`src/sv/apq_pkg.sv`:
```
// Shared types, codes and helpers for the unsorted-array priority queue.
package apq_pkg;

    localparam int VAL_W = 32;
    localparam int OCC_W = 4;

    localparam logic FUNC_INSERT = 1'b0;
    localparam logic FUNC_DELETE = 1'b1;

    typedef logic [1:0] t_status;
    localparam t_status ST_DONE  = 2'd0;
    localparam t_status ST_FULL  = 2'd1;
    localparam t_status ST_EMPTY = 2'd2;

    typedef struct packed {
        logic                    func;
        logic signed [VAL_W-1:0] value;
    } t_in_word;

    typedef struct packed {
        t_status                 status;
        logic signed [VAL_W-1:0] removed_value;
        logic [OCC_W-1:0]        occupancy;
    } t_out_word;

    typedef struct packed {
        logic rd_en;
        logic wr_en;
    } t_mem_ctl;

    typedef enum logic [1:0] {
        S_IDLE,
        S_SCAN,
        S_SHIFT,
        S_RESP
    } t_state;

    // Occupancy is the entry count masked to the field width.
    function automatic logic [OCC_W-1:0] f_occ(input logic [31:0] c);
        return c[OCC_W-1:0];
    endfunction

endpackage

```
`src/sv/apq_cmp.sv`:
```
// Shared signed less-than unit used by the minimum scan.
module apq_cmp (
    input  logic signed [apq_pkg::VAL_W-1:0] i_a,
    input  logic signed [apq_pkg::VAL_W-1:0] i_b,
    output logic                             o_lt
);
    import apq_pkg::*;

    assign o_lt = (i_a < i_b);

endmodule

```
`src/sv/apq_store.sv`:
```
// Entry store: one write port and one registered read port.
module apq_store #(
    parameter int DEPTH = 8,
    parameter int AW    = 3
) (
    input  logic                             i_clk,
    input  apq_pkg::t_mem_ctl                i_ctl,
    input  logic [AW-1:0]                    i_rd_addr,
    input  logic [AW-1:0]                    i_wr_addr,
    input  logic signed [apq_pkg::VAL_W-1:0] i_wr_data,
    output logic signed [apq_pkg::VAL_W-1:0] o_rd_data
);
    import apq_pkg::*;

    logic signed [VAL_W-1:0] r_mem [DEPTH];
    logic signed [VAL_W-1:0] r_rd_data;

    always_ff @(posedge i_clk) begin
        if (i_ctl.wr_en) begin
            r_mem[i_wr_addr] <= i_wr_data;
        end
    end

    always_ff @(posedge i_clk) begin
        if (i_ctl.rd_en) begin
            r_rd_data <= r_mem[i_rd_addr];
        end
    end

    assign o_rd_data = r_rd_data;

endmodule

```
`src/sv/array_priority_queue_delete_min_top.sv`:
```
// Top level of the unsorted-array priority queue with delete-minimum.
//
//  channel | direction | handshake                | word
//  --------+-----------+--------------------------+---------------------------------------
//  in      | input     | i_in_valid / o_in_stall  | func, value
//  out     | output    | o_out_valid / i_out_stall| status, removed_value, occupancy
//
// Sequence: an insert, a full insert or an empty delete goes from acceptance
// straight to the response state. A delete over n entries whose minimum sits
// at slot b scans all n entries, then copies the n - b - 1 entries above b down.
// This pace is set by the single read port of the entry store: the scan
// reads one entry per cycle into the one comparator, and the shift copies
// one entry per cycle.
// Reset (synchronous, active low) empties the queue; entry contents are not
// cleared, slots at or above the count are never read.
// A stalled result word holds in the output register; the block accepts the
// next request meanwhile and holds its own result until the register frees.
module array_priority_queue_delete_min_top #(
    parameter int CAPACITY = 8
) (
    input  logic               i_clk,
    input  logic               i_rst_n,
    input  logic               i_in_valid,
    output logic               o_in_stall,
    input  apq_pkg::t_in_word  i_in_word,
    output logic               o_out_valid,
    input  logic               i_out_stall,
    output apq_pkg::t_out_word o_out_word
);
    import apq_pkg::*;

    // Index width for the store, count width able to hold CAPACITY itself.
    localparam int AW = $clog2(CAPACITY);
    localparam int CW = $clog2(CAPACITY + 1);
    localparam logic [CW-1:0] CAP_C = CW'(CAPACITY);
    localparam logic [CW-1:0] ONE_C = CW'(1);

    // Sequencer and queue state
    t_state                  r_state, n_state;
    logic [CW-1:0]           r_count, n_count;
    logic [CW-1:0]           r_idx, n_idx;       // next slot to read
    logic [CW-1:0]           r_didx, n_didx;     // slot whose data arrives now (scan)
    logic [AW-1:0]           r_widx, n_widx;     // slot to write (shift)
    logic                    r_dv, n_dv;         // read data pending (shift)
    logic signed [VAL_W-1:0] r_best_val, n_best_val;
    logic [AW-1:0]           r_best_idx, n_best_idx;
    t_out_word               r_res, n_res;       // finished result awaiting the output register
    logic                    r_out_valid, n_out_valid;
    t_out_word               r_out_word, n_out_word;

    // Store and compare unit hookup
    t_mem_ctl                mem_ctl;
    logic [AW-1:0]           rd_addr;
    logic [AW-1:0]           wr_addr;
    logic signed [VAL_W-1:0] wr_data;
    logic signed [VAL_W-1:0] rd_data;
    logic                    cmp_lt;

    logic                    in_acc;
    logic                    slot_free;
    logic                    last_scan;
    logic                    take;
    logic [AW-1:0]           scan_best_idx;

    apq_store #(
        .DEPTH (CAPACITY),
        .AW    (AW)
    ) u_store (
        .i_clk     (i_clk),
        .i_ctl     (mem_ctl),
        .i_rd_addr (rd_addr),
        .i_wr_addr (wr_addr),
        .i_wr_data (wr_data),
        .o_rd_data (rd_data)
    );

    apq_cmp u_cmp (
        .i_a  (rd_data),
        .i_b  (r_best_val),
        .o_lt (cmp_lt)
    );

    assign o_in_stall  = (r_state != S_IDLE);
    assign in_acc      = i_in_valid && !o_in_stall;
    assign slot_free   = !r_out_valid || !i_out_stall;
    assign last_scan   = (r_didx == (r_count - ONE_C));
    // Strict less-than keeps the earliest slot on a tie.
    assign take          = (r_didx == '0) || cmp_lt;
    assign scan_best_idx = take ? r_didx[AW-1:0] : r_best_idx;

    // Next state
    always_comb begin
        n_state = r_state;
        case (r_state)
            S_IDLE: begin
                if (in_acc) begin
                    if (i_in_word.func == FUNC_INSERT || r_count == '0) begin
                        n_state = S_RESP;
                    end else begin
                        n_state = S_SCAN;
                    end
                end
            end
            S_SCAN: begin
                if (last_scan) begin
                    n_state = S_SHIFT;
                end
            end
            S_SHIFT: begin
                if (r_idx >= r_count) begin
                    n_state = S_RESP;
                end
            end
            S_RESP: begin
                if (slot_free) begin
                    n_state = S_IDLE;
                end
            end
            default: begin
                n_state = S_IDLE;
            end
        endcase
    end

    // Datapath and store control
    always_comb begin
        n_count     = r_count;
        n_idx       = r_idx;
        n_didx      = r_didx;
        n_widx      = r_widx;
        n_dv        = r_dv;
        n_best_val  = r_best_val;
        n_best_idx  = r_best_idx;
        n_res       = r_res;
        n_out_word  = r_out_word;
        n_out_valid = r_out_valid;
        mem_ctl     = '0;
        rd_addr     = '0;
        wr_addr     = '0;
        wr_data     = '0;

        // Drop the output word once taken.
        if (r_out_valid && !i_out_stall) begin
            n_out_valid = 1'b0;
        end

        case (r_state)
            S_IDLE: begin
                if (in_acc) begin
                    if (i_in_word.func == FUNC_INSERT) begin
                        if (r_count < CAP_C) begin
                            // Append at the tail.
                            mem_ctl.wr_en = 1'b1;
                            wr_addr       = r_count[AW-1:0];
                            wr_data       = i_in_word.value;
                            n_count       = r_count + ONE_C;
                            n_res.status        = ST_DONE;
                            n_res.removed_value = '0;
                            n_res.occupancy     = f_occ(32'(r_count + ONE_C));
                        end else begin
                            n_res.status        = ST_FULL;
                            n_res.removed_value = '0;
                            n_res.occupancy     = f_occ(32'(r_count));
                        end
                    end else if (r_count == '0) begin
                        n_res.status        = ST_EMPTY;
                        n_res.removed_value = '0;
                        n_res.occupancy     = f_occ(32'(r_count));
                    end else begin
                        // Start the scan at slot 0.
                        mem_ctl.rd_en = 1'b1;
                        rd_addr       = '0;
                        n_idx         = ONE_C;
                        n_didx        = '0;
                    end
                end
            end
            S_SCAN: begin
                // Fold the arriving entry into the running minimum.
                n_best_idx = scan_best_idx;
                n_best_val = take ? rd_data : r_best_val;
                n_didx     = r_didx + ONE_C;
                if (r_idx < r_count) begin
                    mem_ctl.rd_en = 1'b1;
                    rd_addr       = r_idx[AW-1:0];
                    n_idx         = r_idx + ONE_C;
                end
                if (last_scan) begin
                    // Close the gap: copy slot b+1 onwards down by one.
                    n_idx  = CW'(scan_best_idx) + ONE_C;
                    n_widx = scan_best_idx;
                    n_dv   = 1'b0;
                end
            end
            S_SHIFT: begin
                n_dv = 1'b0;
                if (r_dv) begin
                    mem_ctl.wr_en = 1'b1;
                    wr_addr       = r_widx;
                    wr_data       = rd_data;
                    n_widx        = r_widx + AW'(1);
                end
                if (r_idx < r_count) begin
                    mem_ctl.rd_en = 1'b1;
                    rd_addr       = r_idx[AW-1:0];
                    n_idx         = r_idx + ONE_C;
                    n_dv          = 1'b1;
                end else begin
                    n_count             = r_count - ONE_C;
                    n_res.status        = ST_DONE;
                    n_res.removed_value = r_best_val;
                    n_res.occupancy     = f_occ(32'(r_count - ONE_C));
                end
            end
            S_RESP: begin
                // Advance the result into the output register when it frees.
                if (slot_free) begin
                    n_out_valid = 1'b1;
                    n_out_word  = r_res;
                end
            end
            default: begin
            end
        endcase
    end

    always_ff @(posedge i_clk) begin
        if (!i_rst_n) begin
            r_state     <= S_IDLE;
            r_count     <= '0;
            r_out_valid <= 1'b0;
            r_dv        <= 1'b0;
        end else begin
            r_state     <= n_state;
            r_count     <= n_count;
            r_out_valid <= n_out_valid;
            r_dv        <= n_dv;
        end
    end

    always_ff @(posedge i_clk) begin
        r_idx      <= n_idx;
        r_didx     <= n_didx;
        r_widx     <= n_widx;
        r_best_val <= n_best_val;
        r_best_idx <= n_best_idx;
        r_res      <= n_res;
        r_out_word <= n_out_word;
    end

    assign o_out_valid = r_out_valid;
    assign o_out_word  = r_out_word;

    // Checks on the sequencer and queue bookkeeping
    a_count_bound: assert property (@(posedge i_clk) disable iff (!i_rst_n)
        r_count <= CAP_C)
        else $error("entry count above capacity");

    a_insert_grows: assert property (@(posedge i_clk) disable iff (!i_rst_n)
        (in_acc && i_in_word.func == FUNC_INSERT && r_count < CAP_C)
        |=> (r_count == $past(r_count) + ONE_C))
        else $error("successful insert did not grow the queue");

    a_shift_in_range: assert property (@(posedge i_clk) disable iff (!i_rst_n)
        (r_state == S_SHIFT && mem_ctl.wr_en) |-> ((CW'(wr_addr) + ONE_C) < r_count))
        else $error("shift wrote outside the occupied slots");

    a_empty_word: assert property (@(posedge i_clk) disable iff (!i_rst_n)
        (o_out_valid && o_out_word.status == ST_EMPTY)
        |-> (o_out_word.removed_value == '0 && o_out_word.occupancy == '0))
        else $error("empty report carries a value or occupancy");

endmodule

```
`config.mk`:
```
export PLATFORM = sky130hd
export DESIGN_NAME = array_priority_queue_delete_min_top
export DESIGN_NICKNAME = d
export VERILOG_FILES = /design/src/sv/apq_pkg.sv /design/src/sv/apq_cmp.sv /design/src/sv/apq_store.sv /design/src/sv/array_priority_queue_delete_min_top.sv
export SDC_FILE = /design/constraint.sdc
export NUM_CORES = 1
export LEC_CHECK = 0
export BUFFER_PORTS_ARGS = -buffer_cell sky130_fd_sc_hd__buf_2
export CORE_UTILIZATION = 35
export DETAILED_ROUTE_END_ITERATION = 8
export PLACE_DENSITY = 0.48
export SLEW_MARGIN = 25
export SYNTH_ARGS = -nofsm -noshare
export SYNTH_HDL_FRONTEND = slang
export SYNTH_SLANG_ARGS = --single-unit
export TNS_END_PERCENT = 100
```
`constraint.sdc`:
```
create_clock -name i_clk -period 8.8 [get_ports i_clk]
set_input_delay 2.64 -clock i_clk [delete_from_list [all_inputs] [get_ports i_clk]]
set_output_delay 2.64 -clock i_clk [all_outputs]
set_load 0.02 [all_outputs]
```
==> results_tabular.tex, run 1 <==
\begin{tabular}{lr}
\hline
Metric & Value \\
\hline
\multicolumn{2}{l}{\textbf{Pwr}} \\
Power per cell area & 324.6 nW/um\^{}2 \\
PnR Total Power & 6.370 mW \\
Peak supply drop & 0.1286 mV \\
Leak pwr & 6.837 nW \\
\multicolumn{2}{l}{\textbf{Run status}} \\
Status & finished, final reports clean \\
\multicolumn{2}{l}{\textbf{Logic synthesis}} \\
Syn\_nets & 998 \\
Primary flip-flop cell chosen by synthesis mapping & sky130\_fd\_sc\_hd\_\_edfxtp\_1 \\
Mapped Area & roughly 17000 um\^{}2 \\
Adder and majority cell fraction of the synthesized area & 0.03646 \\
Main area contributors after synthesis & sky130\_fd\_sc\_hd\_\_edfxtp\_1 73\%, sky130\_fd\_sc\_hd\_\_mux4\_2 8.6\%, sky130\_fd\_sc\_hd\_\_ha\_1 3.6\% \\
EDFF count, synth & 410 \\
Biggest area consumer among synthesized cells & sky130\_fd\_sc\_hd\_\_edfxtp\_1 \\
Area fraction of the dominant cell type after synthesis & 0.7323 \\
Mux cell area share after synthesis & 0.1115 \\
Proportion of register bits with asynchronous set or reset after synthesis & 0 \\
Cells after synthesis & 912 \\
Number of distinct library cells after synthesis & 60 \\
Post-Synthesis Mean Instance Area & between 15 and 20 um\^{}2 \\
Number of flip-flops and latches in the synthesized netlist & around 420 \\
Warnings, synthesis & 0 \\
Synthesized-area fraction occupied by xor and xnor cells & 0.008632 \\
Main combinational cell family by area after synthesis & multiplexers \\
Simple-gate portion of the synthesized area & 0.03557 \\
Synth Area in Compound Gates & 0.04629 \\
Post-synthesis sequential area ratio & 0.7418 \\
\multicolumn{2}{l}{\textbf{Worst setup path}} \\
Startpoint class of the critical path & input pin \\
Critical setup path kind & input pin to register \\
Launching point of the worst reg2reg path & r\_count[1] \\
Critical Path Source & i\_in\_valid \\
Highest net fanout along the worst path & 40 \\
Required time reported for the critical path endpoint & 9.04 ns \\
Stage delay of the slowest cell on the critical path & around 0.59 ns \\
Critical path data arrival time & around 4.9 ns \\
Slowest cell on the critical path & sky130\_fd\_sc\_hd\_\_nor2\_4 \\
Critical path's most frequent cell & sky130\_fd\_sc\_hd\_\_buf\_4 \\
Crit path capture type & register \\
Cell chain of the critical path & buf\_2, nand2\_1, nor3\_2, buf\_4, a22oi\_1, nor2\_4, buf\_4 \\
\multicolumn{2}{l}{\textbf{Placement}} \\
HPWL after detailed placement & 21550 um \\
Post-place instance area & 18090 um\^{}2 \\
Placement-stage worst setup slack & approximately 3.5 ns \\
Inst Count DP & 1580 \\
Number of buffers inserted by port buffering & 76 \\
Routability congestion estimate from global placement & 0.7465 \\
\multicolumn{2}{l}{\textbf{Finish}} \\
Final Non-Filler Cells & 1666 \\
Final design area excluding fillers & 19620 um\^{}2 \\
Layout Nets & 1108 \\
Diode count & 0 \\
Post-route core utilization & 0.4179 \\
Share of final-layout standard cells stronger than drive strength 1 & 0.2701 \\
Most common library cell in the layout ignoring fill and taps & sky130\_fd\_sc\_hd\_\_edfxtp\_1 \\
Post-synthesis to final-layout area growth & 16.71\% \\
Commonest cells after routing, fill and taps aside & 410 x sky130\_fd\_sc\_hd\_\_edfxtp\_1, 76 x sky130\_fd\_sc\_hd\_\_buf\_2, 64 x sky130\_fd\_sc\_hd\_\_mux4\_2 \\
\multicolumn{2}{l}{\textbf{Timing}} \\
Setup ws final & 4.126 ns \\
Worst rel slew slack & 0.3244 \\
Final Critical Period & 4.674 ns \\
Number of endpoints with negative hold slack in the final report & 0 \\
Unrepaired setup endpoints after global routing & false \\
Actual slew at the worst max-slew pin & $\sim$1 ns \\
Period utilization & 0.5312 \\
Max Transition Viols Final & 0 \\
Final setup TNS & 0 ns \\
Maximum operating frequency & 213.9 MHz \\
Hold slack & 0.4154 ns \\
Final setup vio count & 0 \\
Clock tree skew after final layout & between 0.03 and 0.04 ns \\
\multicolumn{2}{l}{\textbf{Global routing}} \\
Initial antenna violation count & 0 \\
Vias in the first global route & between 8000 and 9000 \\
Largest net degree at the start of global routing & between 60 and 70 \\
Global-route congestion overflow total & 0 \\
First-pass GRT wire length & 53520 um \\
Overall routing resource usage & 0.1473 \\
\multicolumn{2}{l}{\textbf{Detailed routing}} \\
Iteration-0 DRC Markers & 622 \\
Drt pass-1 iters & 5 \\
ANT nets after route & 0 \\
Sum of routed wire length over all layers & 35340 um \\
Wire per inst & 21.21 um \\
Number of DRC violations after detailed routing & 0 \\
Vias post-DR & 8279 \\
Via density per instance & slightly below 5 \\
\multicolumn{2}{l}{\textbf{CTS}} \\
Total clock buffers created by CTS & 47 \\
CTS sink cnt & 418 \\
Buffer count from post-CTS setup fixing & 0 \\
Clock Path Buffers & 3 \\
Clock tree from TritonCTS & built \\
Clock-pin slew on the worst setup and hold paths & approximately 0.05 ns \\
Number of hold-repair buffers added at the cts stage & 0 \\
Deepest level of the CTS H-tree & 2 \\
Clk Tree Root Cell & sky130\_fd\_sc\_hd\_\_clkbuf\_16 \\
PostCTS Resize Cnt & 0 \\
Clock insertion delay at the later pin of the skew report & 0.59 ns \\
\multicolumn{2}{l}{\textbf{Floorplan}} \\
Die outline area & 48920 um\^{}2 \\
Initial Utilization & 0.3581 \\
Height of the die & between 200 and 250 um \\
Floorplan Core Area & $\sim$47000 um\^{}2 \\
Core Rows & 79 \\
Horizontal die dimension & 221.2 um \\
I/O pin count & 77 \\
\multicolumn{2}{l}{\textbf{Hold path}} \\
Source of the worst hold timing path & r\_res[3] \\
Min-Delay Path Class & register to register \\
\multicolumn{2}{l}{\textbf{Flow run}} \\
MaxCap Viol Count & 0 \\
\hline
\end{tabular}
[where the power goes]
| group | leakage [nW] | switching (mW) | internal, mW |
|---|---|---|---|
| logic | 2.21 | 0.878 | 0.626 |
| registers | 3.87 | 0.225 | 2.70 |
| clock network | 0.754 | 0.787 | 1.16 |
| total | 6.84 | 1.89 | 4.48 |
[cells in the mapped netlist (3+ instances only)]
cell and n:
sky130_fd_sc_hd__a21oi_1 25, sky130_fd_sc_hd__a22o_1 32, sky130_fd_sc_hd__a22oi_1 4, sky130_fd_sc_hd__buf_1 6, sky130_fd_sc_hd__buf_2 10, sky130_fd_sc_hd__clkbuf_1 17, sky130_fd_sc_hd__dfxtp_1 8, sky130_fd_sc_hd__edfxtp_1 410
sky130_fd_sc_hd__ha_1 49, sky130_fd_sc_hd__inv_1 50, sky130_fd_sc_hd__mux2_2 35, sky130_fd_sc_hd__mux4_2 64, sky130_fd_sc_hd__nand2_1 34, sky130_fd_sc_hd__nand3_1 9, sky130_fd_sc_hd__nand4_1 3, sky130_fd_sc_hd__nor2_1 68
sky130_fd_sc_hd__nor3_1 6, sky130_fd_sc_hd__o21ai_0 17, sky130_fd_sc_hd__o21ai_1 3, sky130_fd_sc_hd__xnor2_1 11, sky130_fd_sc_hd__xor2_1 3
[per-layer routing]
layer	routed length, um	vias up	global-route usage
met3	1680	52	0.02974
met5	0	-	0
li1	-	3831	-
met1	16590	4214	0.2095
met2	16240	182	0.2276
met4	822	0	0.04489
[area by class of cell]
type,count,area [um^2]
fill,4187,27330
sequential,418,12470
multi-input combinational,409,4144
clock buffer,55,1206
tap,607,759.5
timing repair buffer,94,515.5
clock inverter,31,330.3
inverter,52,195.2
[cells by family (layout without fill, tap and decap cells)]
logic type,Yosys count,after routing
compound gates,108,108
xor+xnor,15,15
flops,418,418
buf+inv,85,232
simple gates,135,135
fa+ha+maj,49,49
mux,102,102
[sequential cells by signal, summed over array words and instances (netlist names)]
| signal | flops |
|---|---|
| u_store.o_rd_data | 32 |
| r_state | 2 |
| r_count | 4 |
| r_dv | 1 |
| r_best_idx | 3 |
| u_store.r_mem | 256 |
| r_res | 38 |
| r_best_val | 32 |
| o_out_valid | 1 |
| r_widx | 3 |
| r_didx | 4 |
| r_idx | 4 |
| o_out_word | 38 |
[final timing paths]
check	endpoint	slack (ns)	cells past startpoint
worst min-delay path	o_out_word[3]	0.42	0
worst max register to register	u_store.o_rd_data[15]	4.80	11
worst max-delay path	u_store.r_mem[0][26]	4.13	7
worst min register to register	o_out_word[3]	0.42	0
[critical path, delay by kind of cell]
| kind | cells | cell delay (ns) |
|---|---|---|
| compound gates | 1 | 0.41 |
| buf+inv | 3 | 1.01 |
| simple gates | 3 | 0.81 |
Power figures use the tool's default switching activity.
==> run 2, diff against run 1 <==
- clock period: 8.8 -> 4.8 ns (I/O delays scaled with it)
==> run 2 against run 1 <==
Net effect:
- via count rose by 1.3%
- final cell count rose by 0.12%
- total power rose by 81%
- global-route usage rose by 0.23 points
- critical path type is now register to register
- largest cell class unchanged
- highest routed layer unchanged
==> results_tabular.tex, run 2 (synthesis results as in run 1) <==
\begin{tabular}{lr}
\hline
Metric & Value \\
\hline
\multicolumn{2}{l}{\textbf{Floorplan}} \\
Die outline area & 48920 um\^{}2 (unchanged) \\
Height of the die & 221.2 um (unchanged) \\
Floorplan Core Area & 46950 um\^{}2 (unchanged) \\
I/O pin count & 77 (unchanged) \\
Horizontal die dimension & 221.2 um (unchanged) \\
Initial Utilization & 0.3581 (unchanged) \\
Core Rows & 79 (unchanged) \\
\multicolumn{2}{l}{\textbf{Detailed routing}} \\
Vias post-DR & 8389 (+1.3\%) \\
Iteration-0 DRC Markers & 619 (-0.48\%) \\
Drt pass-1 iters & 5 (unchanged) \\
Via density per instance & 5.029 (+1.2\%) \\
ANT nets after route & 0 (unchanged) \\
Wire per inst & 21.79 um (+2.7\%) \\
Sum of routed wire length over all layers & 36340 um (+2.8\%) \\
Number of DRC violations after detailed routing & 0 (unchanged) \\
\multicolumn{2}{l}{\textbf{Finish}} \\
Max FFs per register & 256 (unchanged) \\
Largest register by flop count & u\_store.r\_mem \\
Diode count & 0 (unchanged) \\
Share of final-layout standard cells stronger than drive strength 1 & 0.2705 (+0.0004334) \\
Most common library cell in the layout ignoring fill and taps & sky130\_fd\_sc\_hd\_\_edfxtp\_1 \\
Commonest cells after routing, fill and taps aside & 410 x sky130\_fd\_sc\_hd\_\_edfxtp\_1, 76 x sky130\_fd\_sc\_hd\_\_buf\_2, 64 x sky130\_fd\_sc\_hd\_\_mux4\_2 \\
Reg area & 12470 um\^{}2 (unchanged) \\
Final design area excluding fillers & 19670 um\^{}2 (+0.23\%) \\
Filler Cell Count & 4141 (-1.1\%) \\
Layout Nets & 1115 (+0.63\%) \\
Post-route core utilization & 0.4189 (+0.0009590) \\
Combined area of the multi-input logic cells & 4144 um\^{}2 (unchanged) \\
Post-synthesis to final-layout area growth & 16.97\% \\
\multicolumn{2}{l}{\textbf{Worst setup path}} \\
Launching point of the worst reg2reg path & r\_state[0] \\
Cell class contributing the biggest share of worst-path delay & simple AND/OR/NAND/NOR gates \\
Setup slack, reg-to-reg & 1.13 ns (-3.67 ns) \\
End of the worst register-to-register path & u\_store.r\_mem[7][14] \\
Stage delay of the slowest cell on the critical path & 0.61 ns (+0.02 ns) \\
Number of buffers and inverters on the critical path & 4 (+1) \\
Slowest cell on the critical path & sky130\_fd\_sc\_hd\_\_nor2\_4 \\
Critical setup path kind & register to register \\
Startpoint class of the critical path & register \\
CP endpoint & u\_store.r\_mem[7][14] \\
Highest net fanout along the worst path & 27 (-33\%) \\
Required time reported for the critical path endpoint & 5.02 ns (-4.02 ns) \\
Critical Path Source & r\_state[0] \\
Count of cell instances traversed by the critical path & 10 (+3) \\
Crit path capture type & register \\
Depth of the worst register-to-register path & 10 (-1) \\
Cell chain of the critical path & inv\_1, ha\_1, buf\_4, inv\_1, nor2\_4, nand2\_1, o22ai\_1, a32oi\_1, nor2\_4, buf\_4 \\
Critical path data arrival time & 3.88 ns (-1.04 ns) \\
\multicolumn{2}{l}{\textbf{CTS}} \\
Buffer count from post-CTS setup fixing & 0 (unchanged) \\
Clock-pin slew on the worst setup and hold paths & 0.06 ns (about the same) \\
Clock Path Buffers & 3 (unchanged) \\
Number of hold-repair buffers added at the cts stage & 0 (unchanged) \\
Deepest level of the CTS H-tree & 2 (unchanged) \\
Clock insertion delay at the later pin of the skew report & 0.55 ns (-0.04 ns) \\
PostCTS Resize Cnt & 0 (unchanged) \\
Total clock buffers created by CTS & 44 (-6.4\%) \\
Clock tree from TritonCTS & built \\
CTS sink cnt & 418 (unchanged) \\
Clk Tree Root Cell & sky130\_fd\_sc\_hd\_\_clkbuf\_16 \\
\multicolumn{2}{l}{\textbf{Global routing}} \\
Largest net degree at the start of global routing & 39 (-40\%) \\
Initial antenna violation count & 2 (+2) \\
First-pass GRT wire length & 54680 um (+2.2\%) \\
Met1 usage & 0.2326 (+0.02308) \\
Met3 Usage GRT & 0.02457 (-0.005179) \\
Overall routing resource usage & 0.1496 (+0.002302) \\
Vias in the first global route & 8472 (-0.70\%) \\
Most heavily used metal layer in global routing & met1 \\
Met2 global-route usage & 0.2155 (-0.01211) \\
Global-route congestion overflow total & 0 (unchanged) \\
\multicolumn{2}{l}{\textbf{Timing}} \\
Hold slack & 0.4159 ns (+0.0004890 ns) \\
Actual slew at the worst max-slew pin & 1.039 ns (+0.02563 ns) \\
Final setup vio count & 0 (unchanged) \\
Max Transition Viols Final & 0 (unchanged) \\
Final Critical Period & 3.667 ns \\
Maximum operating frequency & 272.7 MHz \\
Clock tree skew after final layout & 0.01914 ns (-0.01093 ns) \\
Final setup TNS & 0 ns (unchanged) \\
Period utilization & 0.7640 \\
Number of endpoints with negative hold slack in the final report & 0 (unchanged) \\
Unrepaired setup endpoints after global routing & false \\
Worst rel slew slack & 0.3073 (-0.01708) \\
\multicolumn{2}{l}{\textbf{Pwr}} \\
Leak pwr & 6.849 nW (+0.18\%) \\
Power per cell area & 587.2 nW/um\^{}2 (+81\%) \\
Peak supply drop & 0.2778 mV (+120\%) \\
PnR Total Power & 11.55 mW (+81\%) \\
\multicolumn{2}{l}{\textbf{Placement}} \\
Number of buffers inserted by port buffering & 76 (unchanged) \\
HPWL after detailed placement & 24900 um (+16\%) \\
Post-place instance area & 18220 um\^{}2 (+0.73\%) \\
Routability congestion estimate from global placement & 0.7454 (-0.15\%) \\
\multicolumn{2}{l}{\textbf{Run status}} \\
Status & finished, final reports clean \\
\multicolumn{2}{l}{\textbf{Flow run}} \\
MaxCap Viol Count & 0 (unchanged) \\
\multicolumn{2}{l}{\textbf{Hold path}} \\
Min-Delay Path Class & register to register \\
\hline
\end{tabular}
[run 2: per-layer routing]
| metal | share of wire | wire (um) |
|---|---|---|
| met1 | 0.51 | 18400 |
| met2 | 0.43 | 15630 |
| met3 | 0.044 | 1609 |
| met4 | 0.019 | 706 |
| met5 | 0 | 0 |
[run 2: layout make-up]
class / instances / area share
well taps: 607 / 0.03862
clock buffers: 54 / 0.06005
repair buffers: 104 / 0.03397
inverters: 52 / 0.009924
multi-input cells: 409 / 0.2107
clock inverters: 24 / 0.01260
flip-flops and latches: 418 / 0.6341
[run 2: worst register-to-register path, cell delays in order, from the launching register on]
cell and delay [ns]:
sky130_fd_sc_hd__dfxtp_1 0.33, sky130_fd_sc_hd__inv_1 0.12, sky130_fd_sc_hd__ha_1 0.16, sky130_fd_sc_hd__buf_4 0.28, sky130_fd_sc_hd__inv_1 0.14, sky130_fd_sc_hd__nor2_4 0.61, sky130_fd_sc_hd__nand2_1 0.27, sky130_fd_sc_hd__o22ai_1 0.31
sky130_fd_sc_hd__a32oi_1 0.21, sky130_fd_sc_hd__nor2_4 0.53, sky130_fd_sc_hd__buf_4 0.38
[run 2: metrics by stage]
step                worst slack, ns  instances
floorplan                   0.06207        912
global placement             0.8348       1586
finish                        1.133       1668
CTS                           1.090       1667
global route                 0.9434       1668
detailed placement           0.8915       1589
[run 2: worst min-delay path by stage]
stage	from	to	slack (ns)	cells after the start
final	r_res[8]	o_out_word[8]	0.42	0
after global routing	r_res[24]	o_out_word[24]	0.42	0
after CTS	r_res[8]	o_out_word[8]	0.42	0
after detailed placement	r_res[2]	o_out_word[2]	0.40	0
after global placement	r_res[3]	o_out_word[3]	0.40	0
after floorplan	r_res[0]	o_out_word[0]	0.40	0
[run 2: power breakdown]
group          switching, mW  internal, mW  leakage [nW]
combinational           1.70          1.19          2.28
clock                   1.35          2.01         0.695
sequential             0.362          4.94          3.87
total                   3.41          8.14          6.85
